### config.mk
export PLATFORM = sky130hd
export DESIGN_NAME = stick_slip_friction_step_core
export DESIGN_NICKNAME = d
export VERILOG_FILES = /design/src/rtl/ssf_pkg.sv /design/src/rtl/ssf_mul.sv /design/src/rtl/ssf_sqrt.sv /design/src/rtl/stick_slip_friction_step_core.sv
export SDC_FILE = /design/constraint.sdc
export NUM_CORES = 2
export LEC_CHECK = 0
export BUFFER_PORTS_ARGS = -buffer_cell sky130_fd_sc_hd__clkbuf_2
export CORE_ASPECT_RATIO = 0.6
export CORE_MARGIN = 8
export CORE_UTILIZATION = 40
export DETAILED_ROUTE_END_ITERATION = 12
export SETUP_SLACK_MARGIN = 0.4
export SYNTH_ARGS = -nofsm -noshare
export SYNTH_HDL_FRONTEND = slang
export SYNTH_SLANG_ARGS = --single-unit
export TNS_END_PERCENT = 5
### constraint.sdc
create_clock -name aclk -period 14.6 [get_ports aclk]
set_clock_uncertainty 0.15 [all_clocks]
set_input_delay 0.73 -clock aclk [delete_from_list [all_inputs] [get_ports aclk]]
set_output_delay 0.73 -clock aclk [all_outputs]
set_load 0.02 [all_outputs]
### src/rtl/ssf_pkg.sv
// Shared types, register indexes and saturation helpers for the stick-slip friction core.
// Used by every module of the block; depends on nothing else.
`timescale 1ns / 1ps
`default_nettype none

package ssf_pkg;

    // Field and datapath widths.
    localparam int unsigned DATA_W    = 32;
    localparam int unsigned LOAD_W    = 31;
    localparam int unsigned FRAC_W    = 16;
    localparam int unsigned PROD_W    = 2 * DATA_W;
    localparam int unsigned RAD_W     = DATA_W + FRAC_W;
    localparam int unsigned ROOT_W    = RAD_W / 2;
    localparam int unsigned THR_W     = PROD_W - FRAC_W;
    localparam int unsigned K_W       = 42;
    localparam int unsigned KH_W      = K_W - DATA_W;
    localparam int unsigned MAG_W     = K_W + DATA_W - FRAC_W;
    localparam int unsigned CFG_IDX_W = 8;

    // Spring stiffness per square root of load.
    localparam logic [17:0] SPRING_ROOT = 18'd197990;

    // Configuration register indexes.
    localparam logic [CFG_IDX_W-1:0] REG_STATIC_COEFF   = 8'd0;
    localparam logic [CFG_IDX_W-1:0] REG_DYNAMIC_COEFF  = 8'd1;
    localparam logic [CFG_IDX_W-1:0] REG_STICK_TIME     = 8'd2;
    localparam logic [CFG_IDX_W-1:0] REG_TIME_STEP      = 8'd3;
    localparam logic [CFG_IDX_W-1:0] REG_INV_MASS       = 8'd4;
    localparam logic [CFG_IDX_W-1:0] REG_FIXED_NORMAL   = 8'd5;
    localparam logic [CFG_IDX_W-1:0] REG_USE_FIXED      = 8'd6;
    localparam logic [CFG_IDX_W-1:0] REG_INITIAL_ANCHOR = 8'd7;

    // Input word: one simulation step.
    typedef struct packed {
        logic signed [DATA_W-1:0] position;
        logic signed [DATA_W-1:0] velocity;
        logic        [LOAD_W-1:0] normal_load;
    } ssf_in_t;

    // Result word.
    typedef struct packed {
        logic signed [DATA_W-1:0] friction_force;
        logic                     stuck_now;
    } ssf_out_t;

    // Magnitude of a sign-magnitude value after saturation to the signed 32-bit range.
    function automatic logic [DATA_W-1:0] sat_mag(input logic neg,
                                                  input logic [MAG_W-1:0] mag);
        logic over;
        over = |mag[MAG_W-1:DATA_W-1];
        if (neg) begin
            return over ? {1'b1, {(DATA_W-1){1'b0}}} : mag[DATA_W-1:0];
        end
        return over ? {1'b0, {(DATA_W-1){1'b1}}} : mag[DATA_W-1:0];
    endfunction

    // Sign-magnitude value saturated to a signed 32-bit word.
    function automatic logic signed [DATA_W-1:0] sat_sm(input logic neg,
                                                        input logic [MAG_W-1:0] mag);
        logic [DATA_W-1:0] m;
        m = sat_mag(neg, mag);
        return neg ? (~m + 1'b1) : m;
    endfunction

    // Saturating signed 32-bit add.
    function automatic logic signed [DATA_W-1:0] sat_add(input logic signed [DATA_W-1:0] a,
                                                         input logic signed [DATA_W-1:0] b);
        logic [DATA_W:0] s;
        s = {a[DATA_W-1], a} + {b[DATA_W-1], b};
        if (s[DATA_W] != s[DATA_W-1]) begin
            return s[DATA_W] ? {1'b1, {(DATA_W-1){1'b0}}} : {1'b0, {(DATA_W-1){1'b1}}};
        end
        return s[DATA_W-1:0];
    endfunction

endpackage

`default_nettype wire

### src/rtl/ssf_mul.sv
// Shared 32x32 unsigned multiplier with a registered product.
// Depends on ssf_pkg for the operand and product widths.
`timescale 1ns / 1ps
`default_nettype none

module ssf_mul
    import ssf_pkg::*;
(
    input  wire logic              aclk,
    input  wire logic [DATA_W-1:0] op_a,
    input  wire logic [DATA_W-1:0] op_b,
    output logic      [PROD_W-1:0] prod
);

    logic [PROD_W-1:0] prod_reg;

    // One product per cycle; the sequencer reads it in the following cycle.
    always_ff @(posedge aclk) begin
        prod_reg <= PROD_W'(op_a) * PROD_W'(op_b);
    end

    assign prod = prod_reg;

endmodule

`default_nettype wire

### src/rtl/ssf_sqrt.sv
// Digit-by-digit integer square root, one result bit per cycle.
// Depends on ssf_pkg for the radicand and root widths.
`timescale 1ns / 1ps
`default_nettype none

module ssf_sqrt
    import ssf_pkg::*;
(
    input  wire logic              aclk,
    input  wire logic              aresetn,
    input  wire logic              start,
    input  wire logic [RAD_W-1:0]  radicand,
    output logic                   done,
    output logic      [ROOT_W-1:0] root
);

    localparam int unsigned ITER  = RAD_W / 2;
    localparam int unsigned CNT_W = $clog2(ITER + 1);
    localparam int unsigned REM_W = ROOT_W + 2;
    localparam int unsigned TRY_W = REM_W + 2;

    logic              busy_reg;
    logic              done_reg;
    logic [CNT_W-1:0]  cnt_reg;
    logic [REM_W-1:0]  rem_reg;
    logic [ROOT_W-1:0] root_reg;
    logic [RAD_W-1:0]  rad_reg;

    logic [TRY_W-1:0]  rem_sh;
    logic [TRY_W-1:0]  trial;
    logic [TRY_W-1:0]  diff;
    logic              ge;
    logic [REM_W-1:0]  rem_next;
    logic [ROOT_W-1:0] root_next;

    // Bring down the next two radicand bits and try to subtract 4*root+1.
    always_comb begin
        rem_sh    = {rem_reg, rad_reg[RAD_W-1 -: 2]};
        trial     = {2'b00, root_reg, 2'b01};
        diff      = rem_sh - trial;
        ge        = (rem_sh >= trial);
        rem_next  = ge ? diff[REM_W-1:0] : rem_sh[REM_W-1:0];
        root_next = {root_reg[ROOT_W-2:0], ge};
    end

    // Control: iteration count and completion flag.
    always_ff @(posedge aclk) begin
        if (!aresetn) begin
            busy_reg <= 1'b0;
            done_reg <= 1'b0;
            cnt_reg  <= '0;
        end else if (start) begin
            busy_reg <= 1'b1;
            done_reg <= 1'b0;
            cnt_reg  <= CNT_W'(ITER);
        end else if (busy_reg) begin
            cnt_reg <= cnt_reg - 1'b1;
            if (cnt_reg == CNT_W'(1)) begin
                busy_reg <= 1'b0;
                done_reg <= 1'b1;
            end
        end
    end

    // Datapath: partial remainder, partial root and remaining radicand bits.
    always_ff @(posedge aclk) begin
        if (start) begin
            rem_reg  <= '0;
            root_reg <= '0;
            rad_reg  <= radicand;
        end else if (busy_reg) begin
            rem_reg  <= rem_next;
            root_reg <= root_next;
            rad_reg  <= {rad_reg[RAD_W-3:0], 2'b00};
        end
    end

    assign done = done_reg;
    assign root = root_reg;

endmodule

`default_nettype wire

### src/rtl/stick_slip_friction_step_core.sv
// Stick-slip friction step: a word that slides takes the longer path through the velocity and
// position updates, and every word may wait for the result register before it is handed on.
// Each word runs through the 24-step square-root loop and a chain of multiplies that all go
// through one shared 32x32 multiplier; one word is worked on at a time.
// Synchronous active-low reset clears the configuration, connector and control registers, sets the
// block stuck, anchor at zero. Depends on ssf_pkg, ssf_mul and ssf_sqrt.
`timescale 1ns / 1ps
`default_nettype none

module stick_slip_friction_step_core
    import ssf_pkg::*;
(
    input  wire logic                 aclk,
    input  wire logic                 aresetn,
    input  wire logic                 s_valid,
    output logic                      s_ready,
    input  wire ssf_in_t              s_data,
    output logic                      m_valid,
    input  wire logic                 m_ready,
    output ssf_out_t                  m_data,
    input  wire logic                 cfg_valid,
    output logic                      cfg_ready,
    input  wire logic [CFG_IDX_W-1:0] cfg_index,
    input  wire logic [DATA_W-1:0]    cfg_data
);

    // Sequencer states.
    localparam logic [3:0] S_IDLE = 4'd0;
    localparam logic [3:0] S_THR  = 4'd1;
    localparam logic [3:0] S_DYN  = 4'd2;
    localparam logic [3:0] S_DYNR = 4'd3;
    localparam logic [3:0] S_WSQ  = 4'd4;
    localparam logic [3:0] S_KLO  = 4'd5;
    localparam logic [3:0] S_KHI  = 4'd6;
    localparam logic [3:0] S_SM   = 4'd7;
    localparam logic [3:0] S_CMP  = 4'd8;
    localparam logic [3:0] S_DV   = 4'd9;
    localparam logic [3:0] S_DVM  = 4'd10;
    localparam logic [3:0] S_VEL  = 4'd11;
    localparam logic [3:0] S_VABS = 4'd12;
    localparam logic [3:0] S_DPM  = 4'd13;
    localparam logic [3:0] S_POS  = 4'd14;
    localparam logic [3:0] S_OUT  = 4'd15;

    localparam int unsigned SUM_W = MAG_W + FRAC_W;

    logic [3:0] state_reg;
    logic [3:0] state_next;

    // Configuration registers.
    logic [DATA_W-1:0] static_coeff_reg;
    logic [DATA_W-1:0] dynamic_coeff_reg;
    logic [DATA_W-1:0] stick_time_reg;
    logic [DATA_W-1:0] time_step_reg;
    logic [DATA_W-1:0] inv_mass_reg;
    logic [DATA_W-1:0] fixed_normal_reg;
    logic              use_fixed_reg;

    // Connector state.
    logic                     stuck_reg;
    logic signed [DATA_W-1:0] anchor_pos_reg;
    logic signed [DATA_W-1:0] anchor_vel_reg;
    logic        [DATA_W-1:0] melt_reg;

    // Per-word working registers.
    logic signed [DATA_W-1:0] pos_reg;
    logic                     vel_pos_reg;
    logic                     vel_zero_reg;
    logic        [DATA_W-1:0] ld_reg;
    logic        [DATA_W-1:0] adx_reg;
    logic                     dx_neg_reg;
    logic        [THR_W-1:0]  thr_reg;
    logic signed [DATA_W-1:0] dyn_reg;
    logic        [DATA_W-1:0] dyn_mag_reg;
    logic                     dyn_neg_reg;
    logic        [KH_W-1:0]   kh_reg;
    logic        [PROD_W-1:0] lo_reg;
    logic        [MAG_W-1:0]  smag_reg;
    logic        [DATA_W-1:0] mag_reg;
    logic                     neg_reg;
    logic signed [DATA_W-1:0] force_reg;

    // Result register.
    logic     m_valid_reg;
    ssf_out_t m_data_reg;

    // Shared units.
    logic [DATA_W-1:0] mul_a;
    logic [DATA_W-1:0] mul_b;
    logic [PROD_W-1:0] mul_p;
    logic              sq_start;
    logic              sq_done;
    logic [ROOT_W-1:0] sq_root;

    // Combinational helpers.
    logic                     in_accept;
    logic                     out_free;
    logic                     slide;
    logic                     spring_wins;
    logic signed [DATA_W-1:0] spring;
    logic        [THR_W-1:0]  prod_hi;
    logic        [DATA_W:0]   dx;
    logic        [DATA_W:0]   dx_abs;
    logic        [SUM_W-1:0]  smag_sum;
    logic        [DATA_W-1:0] dmag_sat;
    logic        [DATA_W:0]   melt_sum;
    logic        [DATA_W-1:0] vel_abs;
    logic signed [DATA_W-1:0] step_delta;

    assign in_accept = s_valid && s_ready;
    assign out_free  = !m_valid_reg || m_ready;
    assign s_ready   = (state_reg == S_IDLE);
    assign cfg_ready = 1'b1;
    assign m_valid   = m_valid_reg;
    assign m_data    = m_data_reg;

    ssf_mul u_mul (
        .aclk (aclk),
        .op_a (mul_a),
        .op_b (mul_b),
        .prod (mul_p)
    );

    assign sq_start = (state_reg == S_THR);

    ssf_sqrt u_sqrt (
        .aclk     (aclk),
        .aresetn  (aresetn),
        .start    (sq_start),
        .radicand ({ld_reg, {FRAC_W{1'b0}}}),
        .done     (sq_done),
        .root     (sq_root)
    );

    // Datapath helpers shared by several states.
    always_comb begin
        prod_hi     = mul_p[PROD_W-1:FRAC_W];
        dx          = {pos_reg[DATA_W-1], pos_reg} - {anchor_pos_reg[DATA_W-1], anchor_pos_reg};
        dx_abs      = dx[DATA_W] ? (~dx + 1'b1) : dx;
        smag_sum    = {mul_p[K_W-1:0], {DATA_W{1'b0}}} + SUM_W'(lo_reg);
        dmag_sat    = vel_zero_reg ? '0 : sat_mag(vel_pos_reg, MAG_W'(prod_hi));
        spring      = sat_sm(!dx_neg_reg, smag_reg);
        spring_wins = (smag_reg < MAG_W'(thr_reg));
        slide       = !stuck_reg && (melt_reg < stick_time_reg);
        melt_sum    = {1'b0, melt_reg} + {1'b0, time_step_reg};
        vel_abs     = anchor_vel_reg[DATA_W-1] ? (~anchor_vel_reg + 1'b1) : anchor_vel_reg;
        step_delta  = sat_sm(neg_reg, MAG_W'(prod_hi));
    end

    // Operand selection for the shared multiplier.
    always_comb begin
        unique case (state_reg) inside
            S_THR: begin
                mul_a = static_coeff_reg;
                mul_b = ld_reg;
            end
            S_DYN: begin
                mul_a = dynamic_coeff_reg;
                mul_b = ld_reg;
            end
            S_WSQ: begin
                mul_a = DATA_W'(SPRING_ROOT);
                mul_b = DATA_W'(sq_root);
            end
            S_KLO: begin
                mul_a = mul_p[DATA_W-1:0];
                mul_b = adx_reg;
            end
            S_KHI: begin
                mul_a = DATA_W'(kh_reg);
                mul_b = adx_reg;
            end
            S_CMP: begin
                mul_a = dyn_mag_reg;
                mul_b = inv_mass_reg;
            end
            S_DVM, S_DPM: begin
                mul_a = mag_reg;
                mul_b = time_step_reg;
            end
            default: begin
                mul_a = '0;
                mul_b = '0;
            end
        endcase
    end

    // Sequencer next state.
    always_comb begin
        unique case (state_reg)
            S_IDLE:  state_next = in_accept ? S_THR : S_IDLE;
            S_THR:   state_next = S_DYN;
            S_DYN:   state_next = S_DYNR;
            S_DYNR:  state_next = S_WSQ;
            S_WSQ:   state_next = sq_done ? S_KLO : S_WSQ;
            S_KLO:   state_next = S_KHI;
            S_KHI:   state_next = S_SM;
            S_SM:    state_next = S_CMP;
            S_CMP:   state_next = slide ? S_DV : S_OUT;
            S_DV:    state_next = S_DVM;
            S_DVM:   state_next = S_VEL;
            S_VEL:   state_next = S_VABS;
            S_VABS:  state_next = S_DPM;
            S_DPM:   state_next = S_POS;
            S_POS:   state_next = S_OUT;
            S_OUT:   state_next = out_free ? S_IDLE : S_OUT;
            default: state_next = S_IDLE;
        endcase
    end

    always_ff @(posedge aclk) begin
        if (!aresetn) begin
            state_reg <= S_IDLE;
        end else begin
            state_reg <= state_next;
        end
    end

    // Configuration registers and connector state; a write to the initial anchor also
    // moves the anchor itself.
    always_ff @(posedge aclk) begin
        if (!aresetn) begin
            static_coeff_reg  <= '0;
            dynamic_coeff_reg <= '0;
            stick_time_reg    <= '0;
            time_step_reg     <= '0;
            inv_mass_reg      <= '0;
            fixed_normal_reg  <= '0;
            use_fixed_reg     <= 1'b0;
            stuck_reg         <= 1'b1;
            anchor_pos_reg    <= '0;
            anchor_vel_reg    <= '0;
            melt_reg          <= '0;
        end else begin
            if (state_reg == S_CMP) begin
                if (stuck_reg) begin
                    if (!spring_wins) begin
                        stuck_reg <= 1'b0;
                    end
                end else if (slide) begin
                    melt_reg <= melt_sum[DATA_W] ? '1 : melt_sum[DATA_W-1:0];
                end else begin
                    melt_reg       <= '0;
                    anchor_pos_reg <= pos_reg;
                    stuck_reg      <= 1'b1;
                end
            end
            if (state_reg == S_VEL) begin
                anchor_vel_reg <= sat_add(anchor_vel_reg, step_delta);
            end
            if (state_reg == S_POS) begin
                anchor_pos_reg <= sat_add(anchor_pos_reg, step_delta);
            end
            if (cfg_valid && cfg_ready) begin
                unique case (cfg_index)
                    REG_STATIC_COEFF:   static_coeff_reg  <= cfg_data;
                    REG_DYNAMIC_COEFF:  dynamic_coeff_reg <= cfg_data;
                    REG_STICK_TIME:     stick_time_reg    <= cfg_data;
                    REG_TIME_STEP:      time_step_reg     <= cfg_data;
                    REG_INV_MASS:       inv_mass_reg      <= cfg_data;
                    REG_FIXED_NORMAL:   fixed_normal_reg  <= cfg_data;
                    REG_USE_FIXED:      use_fixed_reg     <= cfg_data[0];
                    REG_INITIAL_ANCHOR: anchor_pos_reg    <= cfg_data;
                    default: ;
                endcase
            end
        end
    end

    // Per-word working registers, loaded as the sequencer walks through the steps.
    always_ff @(posedge aclk) begin
        case (state_reg)
            S_IDLE: begin
                if (in_accept) begin
                    pos_reg      <= s_data.position;
                    vel_pos_reg  <= !s_data.velocity[DATA_W-1] && (|s_data.velocity);
                    vel_zero_reg <= !(|s_data.velocity);
                    ld_reg       <= use_fixed_reg ? fixed_normal_reg
                                                  : {1'b0, s_data.normal_load};
                end
            end
            S_THR: begin
                adx_reg    <= dx_abs[DATA_W-1:0];
                dx_neg_reg <= dx[DATA_W];
            end
            S_DYN: begin
                thr_reg <= prod_hi;
            end
            S_DYNR: begin
                dyn_mag_reg <= dmag_sat;
                dyn_neg_reg <= vel_pos_reg;
                dyn_reg     <= vel_pos_reg ? (~dmag_sat + 1'b1) : dmag_sat;
            end
            S_KLO: begin
                kh_reg <= mul_p[K_W-1:DATA_W];
            end
            S_KHI: begin
                lo_reg <= mul_p;
            end
            S_SM: begin
                smag_reg <= smag_sum[SUM_W-1:FRAC_W];
            end
            S_CMP: begin
                if (stuck_reg) begin
                    force_reg <= spring_wins ? spring : dyn_reg;
                end else begin
                    force_reg <= slide ? dyn_reg : spring;
                end
            end
            S_DV: begin
                mag_reg <= sat_mag(dyn_neg_reg, MAG_W'(prod_hi));
                neg_reg <= dyn_neg_reg;
            end
            S_VABS: begin
                mag_reg <= vel_abs;
                neg_reg <= anchor_vel_reg[DATA_W-1];
            end
            default: ;
        endcase
    end

    // Result register: holds a finished word until the consumer takes it.
    always_ff @(posedge aclk) begin
        if (!aresetn) begin
            m_valid_reg <= 1'b0;
        end else if (state_reg == S_OUT && out_free) begin
            m_valid_reg <= 1'b1;
        end else if (m_ready) begin
            m_valid_reg <= 1'b0;
        end
    end

    always_ff @(posedge aclk) begin
        if (state_reg == S_OUT && out_free) begin
            m_data_reg.friction_force <= force_reg;
            m_data_reg.stuck_now      <= stuck_reg;
        end
    end

endmodule

`default_nettype wire
==> metrics <==
layout cells sized above 1 a little under 8%; DR WL/cell 26.4 um; worst hold slack 37.1 ps; final setup margin 2670 ps; Final GP Congestion ~1.0; CP max-delay cell a221o_1; Max VDD drop ~0.1 mV; worst-skew pair later-pin latency between 700 and 800 ps; pwr dens 67.9 nW/um^2; Yosys top cell by area fa_1; Total GRT Usage 27.9%; vias per inst 5.83; top_reg_cell synth edfxtp_1; H-tree levels 3; CP top delay family adder cells; placed cells around 12000; cells taking the most area after synthesis fa_1 (22%), edfxtp_1 (17%), dfxtp_1 (10%); worst endpoint required time 15020 ps; Slew @ Worst Pin 1460 ps; Worst slew margin between 1 and 1.5%; Yosys cell types between 100 and 150; die span in x 595 um; #FFs+latches synth 873; maximum number of pins on one net before global-route repair 103; post-synthesis mux area share approximately 1.5%; Yosys Warn Count 0; initial core utilization 40.3%; cell row count around 130; Max-Cap Viols 1; placed wire-length estimate 242000 um; Die ar. 217000 um^2; Final Non-Filler Cells 11730; post-route ant nets 0; adder-cell area share of the yosys netlist 31.0%; sequential area share after synthesis between 20% and 30%; fin nets 10582; 1st-pass router iterations 10; Synth Area in XOR/XNOR around 3.3%; hold_buf cts 0; failing checks capacitance limit; f_max approximately 0.084 GHz; post-route setup TNS 0 ps; TritonCTS Buffers 83; vias in the first global route 65940; status finished, violations left; initial drt markers around 9000; worst-case clock buffer depth 3; die height 364 um; clk slew on worst S/H paths 80 ps; Yosys top cell area share 22.4%; CTS Root Cell clkbuf_16; critical path class reg2reg; initial antenna violation count 28; Hold Path Class in2reg; Area Overhead vs Synth 9.09%; Post-synth EDFFs 457; # port buffers 174; period utilization around four fifths; Final Hold Fails 0; syn avg cell area 8.95 um^2; RSZ-0062 raised after global routing false; Worst Path Buf+Inv 8; mapped cell area 80600 um^2; # IOs 176; Tmin final 11930 ps; Sink Count ~870; CP arrival 12360 ps; Setup Fix Bufs, Post-CTS 0; DR vias 68431; core area 200000 um^2; CTS tree done; Worst setup EP type flop; Post-Syn Instances 8999; type of origin of the critical path flop; first-pass GRT wire length 452000 um; max reg flops 64; compound-cell area share of the yosys netlist 14.1%; most used cell along the critical path fa_1; number of setup violations in the final report 0; Slew Limit Fails 0; utilization after layout between 40 and 50%; syn nets 10574; CTS resizes 0; Leakage 38.5 nW; Max FO, Critical Path 45; main combinational cell family by area after synthesis adder cells; GRT Residual Overflow 0; DRC 0; Async SR Flop Fraction 0%; Place WS 2850 ps; simple-gate portion of the synthesized area 15.0%; Crit path largest cell delay 1160 ps; final wirelength 310000 um
## where the power goes
part | internal [W] | total [W] | switching [W]
Clock | 0.00119 | 0.00228 | 0.00109
Sequential | 0.00264 | 0.00271 | 0.0000642
Combinational | 0.000346 | 0.000977 | 0.000631
Total | 0.00418 | 0.00597 | 0.00179
## Yosys cell counts (64+ instances only)
| cell type | instances |
|---|---|
| a221oi_1 | 72 |
| inv_1 | 1208 |
| nand2b_1 | 64 |
| nand3_1 | 79 |
| nor3_1 | 91 |
| a21oi_1 | 571 |
| xnor2_1 | 183 |
| nand2_1 | 1347 |
| edfxtp_1 | 457 |
| o21ai_0 | 346 |
| nor2_1 | 904 |
| fa_1 | 901 |
| a21o_1 | 180 |
| clkbuf_1 | 434 |
| xor2_1 | 116 |
| dfxtp_1 | 416 |
| ha_1 | 534 |
## worst paths after layout
| path | from | to | slack [ps] | cells after the start |
|---|---|---|---|---|
| worst min register to register | lo_reg[31] | smag_reg[15] | 270 | 0 |
| worst min-delay path | s_data[64] | pos_reg[1] | 40 | 1 |
| worst max-delay path | state_reg[2] | u_mul.prod[57] | 2670 | 33 |
| worst max register to register | state_reg[2] | u_mul.prod[57] | 2670 | 33 |
## through the flow
stage | cell area, um^2 | total power, W
floorplan | 80600 | 0.00338
global placement | 85200 | 0.00370
detailed placement | 85200 | 0.00371
CTS | 87900 | 0.00596
global route | 87900 | 0.00617
finish | 87900 | 0.00597
## placed cells by master (no fill, tap or decap), types with 58 or more instances in the layout
master	Yosys	layout
fa_1	901	901
dfxtp_1	416	415
ha_1	534	534
clkbuf_2	0	174
inv_1	1208	1206
edfxtp_1	457	457
nor3_1	91	82
clkbuf_16	0	83
xnor2_1	183	183
nand3_1	79	78
a21o_1	180	180
buf_4	2	208
a22oi_1	58	58
o21ai_0	346	346
a21oi_1	571	569
nor2_1	904	899
nand2b_1	64	64
nand2_1	1347	1347
xor2_1	116	116
## routing by layer
metal | wire length, um | GRT usage (%)
met5 | 201 | 0.588
met4 | 10600 | 7.93
met3 | 46500 | 10.7
met2 | 115000 | 36.5
met1 | 138000 | 41.9
## logic make-up after synthesis
family / after synthesis
flops: 873
xor+xnor: 300
buf+inv: 1669
mux: 111
other cells: 1
compound gates: 1750
simple gates: 2832
fa+ha+maj: 1463
## layout make-up
class | count | area [um^2]
Fill cell | 19308 | 112000
Multi-Input combinational cell | 6457 | 52800
Tap cell | 2644 | 3310
Clock inverter | 45 | 475
Antenna cell | 8 | 20.0
Timing Repair Buffer | 383 | 2450
Sequential cell | 873 | 22100
Inverter | 1209 | 4550
Clock buffer | 111 | 2240
Power figures use the tool's default switching activity.
